==> src/rtl/psd_pkg.sv <==
package psd_pkg;

   localparam int MAX_COUNT  = 1024;
   localparam int SCORE_W    = 16;
   localparam int COUNT_W    = 11;
   localparam int SUM_W      = 26;
   localparam int SQ_W       = 42;
   localparam int STD_W      = 24;

   // n*S2 - S1^2 in two's complement, one spare sign bit
   localparam int DIFF_W     = 54;
   // radicand 65536*d, padded to an even width
   localparam int RAD_W      = 70;
   localparam int ROOT_W     = RAD_W / 2;
   localparam int REM_W      = ROOT_W + 3;

   localparam int MUL_STEPS  = SUM_W;
   localparam int SQRT_STEPS = ROOT_W;
   localparam int DIV_STEPS  = ROOT_W;
   localparam int STEP_W     = 6;

   typedef struct packed {
      logic [SCORE_W-1:0] score;
      logic               last;
   } req_type;

   typedef struct packed {
      logic [STD_W-1:0]   std_dev_q8;
      logic [COUNT_W-1:0] count;
      logic               overflow;
   } rsp_type;

endpackage

==> src/rtl/population_std_deviation_core.sv <==
// Population standard deviation of a set of unsigned 16-bit scores.
//
// Input: drive req_item with start high; a beat is taken at any rising edge
// where start is high and busy is low. Scores accumulate one per cycle, so
// while a set is open a new beat can be taken every cycle. A beat with
// last set closes the set; scores beyond MAX_COUNT are dropped and flagged.
//
// Closing a set runs three bit-serial passes, one step per cycle:
//   multiply  n*S2 - S1^2          (one bit of n and of S1 a step)
//   sqrt      of 65536*d           (two radicand bits a step)
//   divide    root / n             (restoring, one quotient bit)
// busy is high throughout; when the divide pass ends, rsp_valid strobes
// for one cycle, with rsp_item holding the Q.8 deviation, the count and
// the overflow flag. The result is presented once and the receiver
// cannot stall it; busy drops with the strobe, so the next set may start
// in that same cycle.
//
// Reset (synchronous, active high) clears the sums and returns to idle.
module population_std_deviation_core (
   input  logic              clock,
   input  logic              reset,
   input  logic              start,
   output logic              busy,
   input  psd_pkg::req_type  req_item,
   output logic              rsp_valid,
   output psd_pkg::rsp_type  rsp_item
);

   localparam logic [1:0] ST_IDLE = 2'd0;
   localparam logic [1:0] ST_MUL  = 2'd1;
   localparam logic [1:0] ST_SQRT = 2'd2;
   localparam logic [1:0] ST_DIV  = 2'd3;

   logic [1:0]                    state_ff, state_in;
   logic [psd_pkg::STEP_W-1:0]    step_ff, step_in;

   logic [psd_pkg::COUNT_W-1:0]   count_ff, count_in;
   logic [psd_pkg::SUM_W-1:0]     sum_ff, sum_in;
   logic [psd_pkg::SQ_W-1:0]      sq_ff, sq_in;
   logic                          too_many_ff, too_many_in;

   logic [psd_pkg::DIFF_W-1:0]    acc_ff, acc_in;
   logic [psd_pkg::DIFF_W-1:0]    mcq_ff, mcq_in;
   logic [psd_pkg::DIFF_W-1:0]    mcs_ff, mcs_in;
   logic [psd_pkg::COUNT_W-1:0]   mpn_ff, mpn_in;
   logic [psd_pkg::SUM_W-1:0]     mps_ff, mps_in;

   logic [psd_pkg::RAD_W-1:0]     rad_ff, rad_in;
   logic [psd_pkg::ROOT_W-1:0]    root_ff, root_in;
   logic [psd_pkg::REM_W-1:0]     rem_ff, rem_in;

   logic [psd_pkg::ROOT_W-1:0]    dvd_ff, dvd_in;
   logic [psd_pkg::COUNT_W-1:0]   drem_ff, drem_in;

   logic                          rsp_valid_ff, rsp_valid_in;
   psd_pkg::rsp_type              rsp_ff, rsp_in;

   logic                          take;
   logic [2*psd_pkg::SCORE_W-1:0] score_sq;
   logic [psd_pkg::DIFF_W-1:0]    mul_sum;
   logic [psd_pkg::DIFF_W-2:0]    diff_pos;
   logic [psd_pkg::REM_W+1:0]     rem_shift;
   logic [psd_pkg::REM_W+1:0]     trial;
   logic [psd_pkg::COUNT_W:0]     div_part;
   logic                          qbit;
   logic                          step_last;

   assign busy      = (state_ff != ST_IDLE);
   assign take      = start && !busy;
   assign rsp_valid = rsp_valid_ff;
   assign rsp_item  = rsp_ff;

   assign score_sq  = req_item.score * req_item.score;
   assign step_last = (step_ff == '0);

   assign mul_sum = acc_ff
                  + (mpn_ff[0] ? mcq_ff : '0)
                  - (mps_ff[0] ? mcs_ff : '0);
   assign diff_pos = mul_sum[psd_pkg::DIFF_W-1] ? '0 : mul_sum[psd_pkg::DIFF_W-2:0];

   assign rem_shift = {rem_ff, rad_ff[psd_pkg::RAD_W-1 -: 2]};
   assign trial     = {3'b000, root_ff, 2'b01};

   assign div_part  = {drem_ff, dvd_ff[psd_pkg::ROOT_W-1]};
   assign qbit      = (div_part >= {1'b0, count_ff});

   always_comb begin
      state_in     = state_ff;
      step_in      = step_ff;
      count_in     = count_ff;
      sum_in       = sum_ff;
      sq_in        = sq_ff;
      too_many_in  = too_many_ff;
      acc_in       = acc_ff;
      mcq_in       = mcq_ff;
      mcs_in       = mcs_ff;
      mpn_in       = mpn_ff;
      mps_in       = mps_ff;
      rad_in       = rad_ff;
      root_in      = root_ff;
      rem_in       = rem_ff;
      dvd_in       = dvd_ff;
      drem_in      = drem_ff;
      rsp_valid_in = 1'b0;
      rsp_in       = rsp_ff;

      unique case (state_ff)
         ST_IDLE: begin
            if (take) begin
               if (count_ff < psd_pkg::COUNT_W'(psd_pkg::MAX_COUNT)) begin
                  count_in = count_ff + 1'b1;
                  sum_in   = sum_ff + psd_pkg::SUM_W'(req_item.score);
                  sq_in    = sq_ff + psd_pkg::SQ_W'(score_sq);
               end else begin
                  too_many_in = 1'b1;
               end
               if (req_item.last) begin
                  state_in = ST_MUL;
                  step_in  = psd_pkg::STEP_W'(psd_pkg::MUL_STEPS - 1);
                  acc_in   = '0;
                  mcq_in   = psd_pkg::DIFF_W'(sq_in);
                  mcs_in   = psd_pkg::DIFF_W'(sum_in);
                  mpn_in   = count_in;
                  mps_in   = sum_in;
               end
            end
         end
         ST_MUL: begin
            acc_in  = mul_sum;
            mcq_in  = {mcq_ff[psd_pkg::DIFF_W-2:0], 1'b0};
            mcs_in  = {mcs_ff[psd_pkg::DIFF_W-2:0], 1'b0};
            mpn_in  = mpn_ff >> 1;
            mps_in  = mps_ff >> 1;
            step_in = step_ff - 1'b1;
            if (step_last) begin
               state_in = ST_SQRT;
               step_in  = psd_pkg::STEP_W'(psd_pkg::SQRT_STEPS - 1);
               rad_in   = {1'b0, diff_pos, 16'h0000};
               root_in  = '0;
               rem_in   = '0;
            end
         end
         ST_SQRT: begin
            rad_in  = {rad_ff[psd_pkg::RAD_W-3:0], 2'b00};
            step_in = step_ff - 1'b1;
            if (rem_shift >= trial) begin
               rem_in  = psd_pkg::REM_W'(rem_shift - trial);
               root_in = {root_ff[psd_pkg::ROOT_W-2:0], 1'b1};
            end else begin
               rem_in  = psd_pkg::REM_W'(rem_shift);
               root_in = {root_ff[psd_pkg::ROOT_W-2:0], 1'b0};
            end
            if (step_last) begin
               state_in = ST_DIV;
               step_in  = psd_pkg::STEP_W'(psd_pkg::DIV_STEPS - 1);
               dvd_in   = root_in;
               drem_in  = '0;
            end
         end
         ST_DIV: begin
            step_in = step_ff - 1'b1;
            dvd_in  = {dvd_ff[psd_pkg::ROOT_W-2:0], qbit};
            drem_in = qbit ? psd_pkg::COUNT_W'(div_part - {1'b0, count_ff})
                           : psd_pkg::COUNT_W'(div_part);
            if (step_last) begin
               state_in          = ST_IDLE;
               rsp_valid_in      = 1'b1;
               rsp_in.std_dev_q8 = dvd_in[psd_pkg::STD_W-1:0];
               rsp_in.count      = count_ff;
               rsp_in.overflow   = too_many_ff;
               count_in          = '0;
               sum_in            = '0;
               sq_in             = '0;
               too_many_in       = 1'b0;
            end
         end
         default: begin
            state_in = ST_IDLE;
         end
      endcase
   end

   always_ff @(posedge clock) begin
      if (reset) begin
         state_ff     <= ST_IDLE;
         step_ff      <= '0;
         count_ff     <= '0;
         sum_ff       <= '0;
         sq_ff        <= '0;
         too_many_ff  <= 1'b0;
         rsp_valid_ff <= 1'b0;
      end else begin
         state_ff     <= state_in;
         step_ff      <= step_in;
         count_ff     <= count_in;
         sum_ff       <= sum_in;
         sq_ff        <= sq_in;
         too_many_ff  <= too_many_in;
         rsp_valid_ff <= rsp_valid_in;
      end
   end

   always_ff @(posedge clock) begin
      acc_ff  <= acc_in;
      mcq_ff  <= mcq_in;
      mcs_ff  <= mcs_in;
      mpn_ff  <= mpn_in;
      mps_ff  <= mps_in;
      rad_ff  <= rad_in;
      root_ff <= root_in;
      rem_ff  <= rem_in;
      dvd_ff  <= dvd_in;
      drem_ff <= drem_in;
      rsp_ff  <= rsp_in;
   end

endmodule
==> config.mk <==
export PLATFORM = sky130hd
export DESIGN_NAME = population_std_deviation_core
export DESIGN_NICKNAME = d
export VERILOG_FILES = /design/src/rtl/psd_pkg.sv /design/src/rtl/population_std_deviation_core.sv
export SDC_FILE = /design/constraint.sdc
export NUM_CORES = 2
export LEC_CHECK = 0
export BUFFER_PORTS_ARGS = -buffer_cell sky130_fd_sc_hd__buf_4
export CELL_PAD_IN_SITES_DETAIL_PLACEMENT = 0
export CELL_PAD_IN_SITES_GLOBAL_PLACEMENT = 1
export CORE_MARGIN = 10
export CORE_UTILIZATION = 40
export DETAILED_ROUTE_END_ITERATION = 12
export PLACE_DENSITY = 0.77
export SYNTH_ARGS = -nofsm -noshare
export SYNTH_HDL_FRONTEND = slang
export SYNTH_SLANG_ARGS = --single-unit
export TNS_END_PERCENT = 100
==> constraint.sdc <==
create_clock -name clock -period 17.7 [get_ports clock]
set_clock_uncertainty 0.15 [all_clocks]
set_input_delay 0 -clock clock [delete_from_list [all_inputs] [get_ports clock]]
set_output_delay 0 -clock clock [all_outputs]
set_load 0.05 [all_outputs]
# Yosys cells after proc, flatten, opt, wreduce, memory -nomap -nowiden
# Cells that the tools add are included.
[word_totals]
ff_bits = 513
output_inout_bits = 38
word_cells = 118
[classes]
addsub = 8
mul = 1
magnitude_cmp = 3
n_eq_ne = 9
n_mux = 57
n_bitwise = 1
n_reduce_logical = 19
[op_table]
columns = ["operator", "n"]
rows = [
  ["$mux W54", 8],
  ["$pmux W54 S2", 3],
  ["$pmux W35 S2", 2],
  ["$pmux W70 S2", 1],
  ["$mux W26", 5],
  ["$mux W42", 3],
  ["$pmux W26 S2", 2],
  ["$pmux W42 S2", 1],
  ["$mux W38", 2],
  ["$pmux W38 S2", 1],
  ["$mux W35", 2],
  ["$mux W70", 1],
  ["$mux W11", 6],
  ["$pmux W11 S2", 3],
  ["$add A54 B54 Y54", 1],
  ["$sub A54 B54 Y54", 1],
  ["$mux W53", 1],
  ["$add A42 B32 Y42", 1],
  ["$ge A40 B37 Y1", 1],
  ["$sub A38 B37 Y38", 1],
  ["$mul A16 B16 Y32", 1],
  ["$add A26 B16 Y26", 1],
  ["$mux W6", 3],
  ["$pmux W6 S3", 1],
  ["23 further kinds", 46],
]

# Depth between registers and ports, before layout
[depth]
word_depth = 6
depth_mapped = 26
depth_no_buf = 24

# Least setup slack after synthesis
# No wires, ideal clock.
[synth_timing]
path_type = "flip-flop to flip-flop"
start = "reg state_ff[1]"
end = "reg acc_ff[0] (netlist name) (enable)"
setup_ns = 0.825
t_arrival_ns = 10.899
required_time_ns = 16.725
slack_ns = 5.826
stages_incl_launch_ff = 8
path_buffers = 3
period_less_slack_ns = 11.874
path_cell_list = "dfxtp_1 inv_1 ha_1 clkbuf_1 inv_1 clkbuf_1 buf_1 a21oi_1"
[synth_via]
elab_chain_cells = 5
word_cells_on_any_way = 9
classes_between = "eq/ne: 3; reduce/logical: 6"
[synth_rtl]
columns = ["item", "line_no", "rtl"]
rows = [
  ["start, declared", "population_std_deviation_core.sv:34", "logic [1:0] state_ff, state_in;"],
  ["start signal, assigned", "population_std_deviation_core.sv:193", "state_ff <= state_in;"],
  ["$reduce_bool A2 Y1", "population_std_deviation_core.sv:68", "assign busy = (state_ff != ST_IDLE);"],
  ["$logic_not A1 Y1", "population_std_deviation_core.sv:69", "assign take = start && !busy;"],
  ["$logic_and A1 B1 Y1", "population_std_deviation_core.sv:69", ""],
  ["$ne A2 B2 Y1 (no line)", "-", ""],
  ["$reduce_and A3 Y1 (no line) *", "-", ""],
  ["end signal, assigned", "population_std_deviation_core.sv:204", "acc_ff <= acc_in;"],
  ["end, declared", "population_std_deviation_core.sv:42", "logic [psd_pkg::DIFF_W-1:0] acc_ff, acc_in;"],
]
# Every way passes the cells marked *; elsewhere a longest branch is shown, timed or not.
# A chain may end at the register's enable or synchronous reset.

# Worst setup path in the final report
[layout_timing]
start = "in req_item[13] (netlist name)"
end = "reg mcq_ff[29] (netlist name), data pin"
[layout_via]
elab_chain_cells = 6
[layout_rtl]
columns = ["item", "line_no", "rtl"]
rows = [
  ["start, declared", "population_std_deviation_core.sv:24", "input psd_pkg::req_type req_item,"],
  ["$mul A16 B16 Y32", "population_std_deviation_core.sv:73", "assign score_sq = req_item.score * req_item.score;"],
  ["$add A42 B32 Y42", "population_std_deviation_core.sv:113", "sq_in = sq_ff + psd_pkg::SQ_W'(score_sq);"],
  ["$mux W42", "population_std_deviation_core.sv:110", "if (count_ff < psd_pkg::COUNT_W'(psd_pkg::MAX_COUNT)) begin"],
  ["$mux W54", "population_std_deviation_core.sv:117", "if (req_item.last) begin"],
  ["$mux W54", "population_std_deviation_core.sv:109", "if (take) begin"],
  ["$pmux W54 S2", "population_std_deviation_core.sv:107", "unique case (state_ff)"],
  ["via mcq_in (one bit)", "population_std_deviation_core.sv:43", "logic [psd_pkg::DIFF_W-1:0] mcq_ff, mcq_in;"],
  ["end signal, assigned", "population_std_deviation_core.sv:205", "mcq_ff <= mcq_in;"],
  ["end, declared", "population_std_deviation_core.sv:43", ""],
]
# The timed path passes the listed nets, and every way through them passes these cells. The select of a mux whose other input is x is not followed.

==> results.txt <==
Final Setup Violations: 0
DP Wirelength: 65300 um
Post-Syn Instances: 3986
Longest Clk Path Bufs: 3
CTS Root Cell: clkbuf_16
first-pass GRT wire length: 147000 um
Via Count: 27300
Post-synth top flop: edfxtp_1
crit path DAT: 7.02 ns
FF+latch count, synth: 497
Peak Freq: 149 MHz
global-route total usage across every layer: 16.4%
worst path cell trace: dlygate4sd3_1 > buf_4 > inv_1 > nor2_1 > fa_1 > inv_1 > fa_1 > inv_1 > fa_1 > fa_1 > fa_1 > inv_1 > fa_1 > inv_1 > ha_1 > a21oi_1 > o21ai_0 > a2111oi_0 > nor3_2 > a21oi_1 > o21ai_1 > a21oi_1 > mux2_1 > a311oi_1
initial antenna violation count: 0
Slew Viols, Final: 0
Rows: 112
pin count of the biggest net entering global routing: 97
Avg Vias per Cell: 5.18
CTS tree: yes
Slew headroom: 31.1%
hold crit path type: input port to flop
# Max-Cap Violations: 0
Die Wd: 327 um
GP Congestion: 0.879
number of flops mapped to enable cells by yosys: 408
Max FO, Critical Path: 14
final hold vios: 0
synth warn: 0
sequential fraction of the synthesis area: 37.3%
IO Count: 58
clock slew at reported path FFs: 0.06 ns
fill count: 9171
drt first pass iters: 7
area grow syn2layout: 9.86%
count of different cell masters after synthesis: 82
DR WL/cell: 16.9 um
CP startpoint kind: input port
Tmin final: 6.73 ns
CP most frequent cell: fa_1
Setup CP Type: input port to flop
core box area: 0.0933 mm2
Post-Syn Area: 0.0376 mm2
Critical Path Sink Type: flop
DRT iter0 DRCs: 1891
total gr overflow: 0
ys async rst share: 0%
die height: 327 um
max incr delay on CP: 0.54 ns
Residual DRC: 0
net count after synthesis: 4490
Fin Setup TNS: 0 ns
Die Area: 0.107 mm2
share of cells above drive strength 1: 5.65%
worst skew pair latency: 0.65 ns
final worst path period share: 38.0%
PortBufs: 57
CP max stage cell: fa_1
CTS buffer count: 57
n_diodes: 0
final wirelength: 89200 um
worst slew pin tran: 1.03 ns
Initial Util: 40.3%
CTS HTree Levels: 2
status: finished, final reports clean
setup bufs post-CTS: 0
Avg Cell Area, Syn: 9.44 um2
vias in the first global route: 27500
post-route ant nets: 0
RSZ-0062 raised after global routing: false
Worst EP required: 17.99 ns
# clock sinks: 497
Total Nets Final: 4476
registers in the layout, summed over array words and instances (netlist names), 26 cells and up:
signal	flops
rsp_item	36
sq_ff	42
rem_ff	38
dvd_ff	35
mcq_ff	54
root_ff	35
mps_ff	26
acc_ff	54
rad_ff	54
sum_ff	26
mcs_ff	54
layout by cell type, fill, tap and decap left out, drive strengths merged, types with 67 or more instances in the layout:
master,instances
inv,637
nand2,438
edfxtp,408
nor2,284
fa,249
ha,235
a21oi,221
o21ai,207
and2,152
xnor2,89
dfxtp,89
buf,85
a21o,82
clkbuf,69
nand3,68
xor2,67
cells in the mapped netlist, drive strengths merged, types with 61 or more instances:
library cell,n,area (um2)
inv,636,2390
nand2,438,1640
edfxtp,408,12300
nor2,284,1070
fa,249,4980
ha,235,2940
a21oi,221,1110
o21ai,207,1040
and2,152,951
clkbuf,142,533
dfxtp,89,1780
xnor2,89,787
a21o,82,616
nand3,68,340
xor2,67,587
o31ai,61,468
critical path: cells and delay by family:
family | cells | cell delay [ns]
multiplexers | 1 | 0.35
AO/OA/AOI/OAI | 7 | 1.85
AND/OR/NAND/NOR | 2 | 0.27
adder cells (fa/ha/maj) | 7 | 3.39
buffers and inverters | 7 | 1.14
through the flow:
stage	cells	hold WS (ns)	area [um2]	worst slack [ns]	utilization, %
6_report	5275	0.0775	41300	10.97	44.3
5_1_grt	5275	0.0873	41300	10.49	44.3
4_1_cts	5275	0.0113	41300	11.01	44.3
3_5_place_dp	5158	0.275	39300	10.80	42.1
3_3_place_gp	5158	0.256	39300	10.88	42.1
2_1_floorplan	3986	0.102	37600	5.83	-
worst paths after layout:
kind	cells after the start	slack (ns)	startpoint	endpoint
worst max-delay path	24	10.97	req_item[13]	mcq_ff[29]
worst min-delay path	4	0.08	req_item[10]	sum_ff[9]
worst max register to register	18	11.91	sq_ff[8]	mcq_ff[29]
worst min register to register	0	0.29	dvd_ff[13]	rsp_item[26]
cells by family after synthesis:
group,count (synthesis),share of synthesized area [%]
AOI/OAI and AO/OA,824,14.0
adders and majority gates,484,21.1
DFF,497,37.3
muxes,65,1.76
xor gates and xnor gates,156,3.65
and+or+nand+nor,1156,14.2
buffers and inverters,804,8.07
metal layers:
layer | track usage (%) | wire length [um]
met1 | 23.9 | 44600
met2 | 26.7 | 40500
met3 | 1.50 | 2740
met4 | 2.93 | 1340
met5 | 0 | 0
layout make-up:
class | count | area, um2 | area share, %
multi-input cells | 2685 | 20600 | 49.9
repair buffers | 94 | 728 | 1.76
flip-flops and latches | 497 | 14000 | 33.9
clock inverters | 39 | 482 | 1.17
clock buffers | 69 | 1490 | 3.61
inverters | 637 | 2390 | 5.79
well taps | 1254 | 1570 | 3.80
repair_timing:
item                                    CTS  global route
endpoints found under the setup margin    0             0
hold buffers                              9             0
endpoints found under the hold margin    73             0
gates resized for setup                   0             0
Power is left out: the tool's default activity adds up to more than one toggle a clock period on the data nets, which glitch-free logic cannot reach.
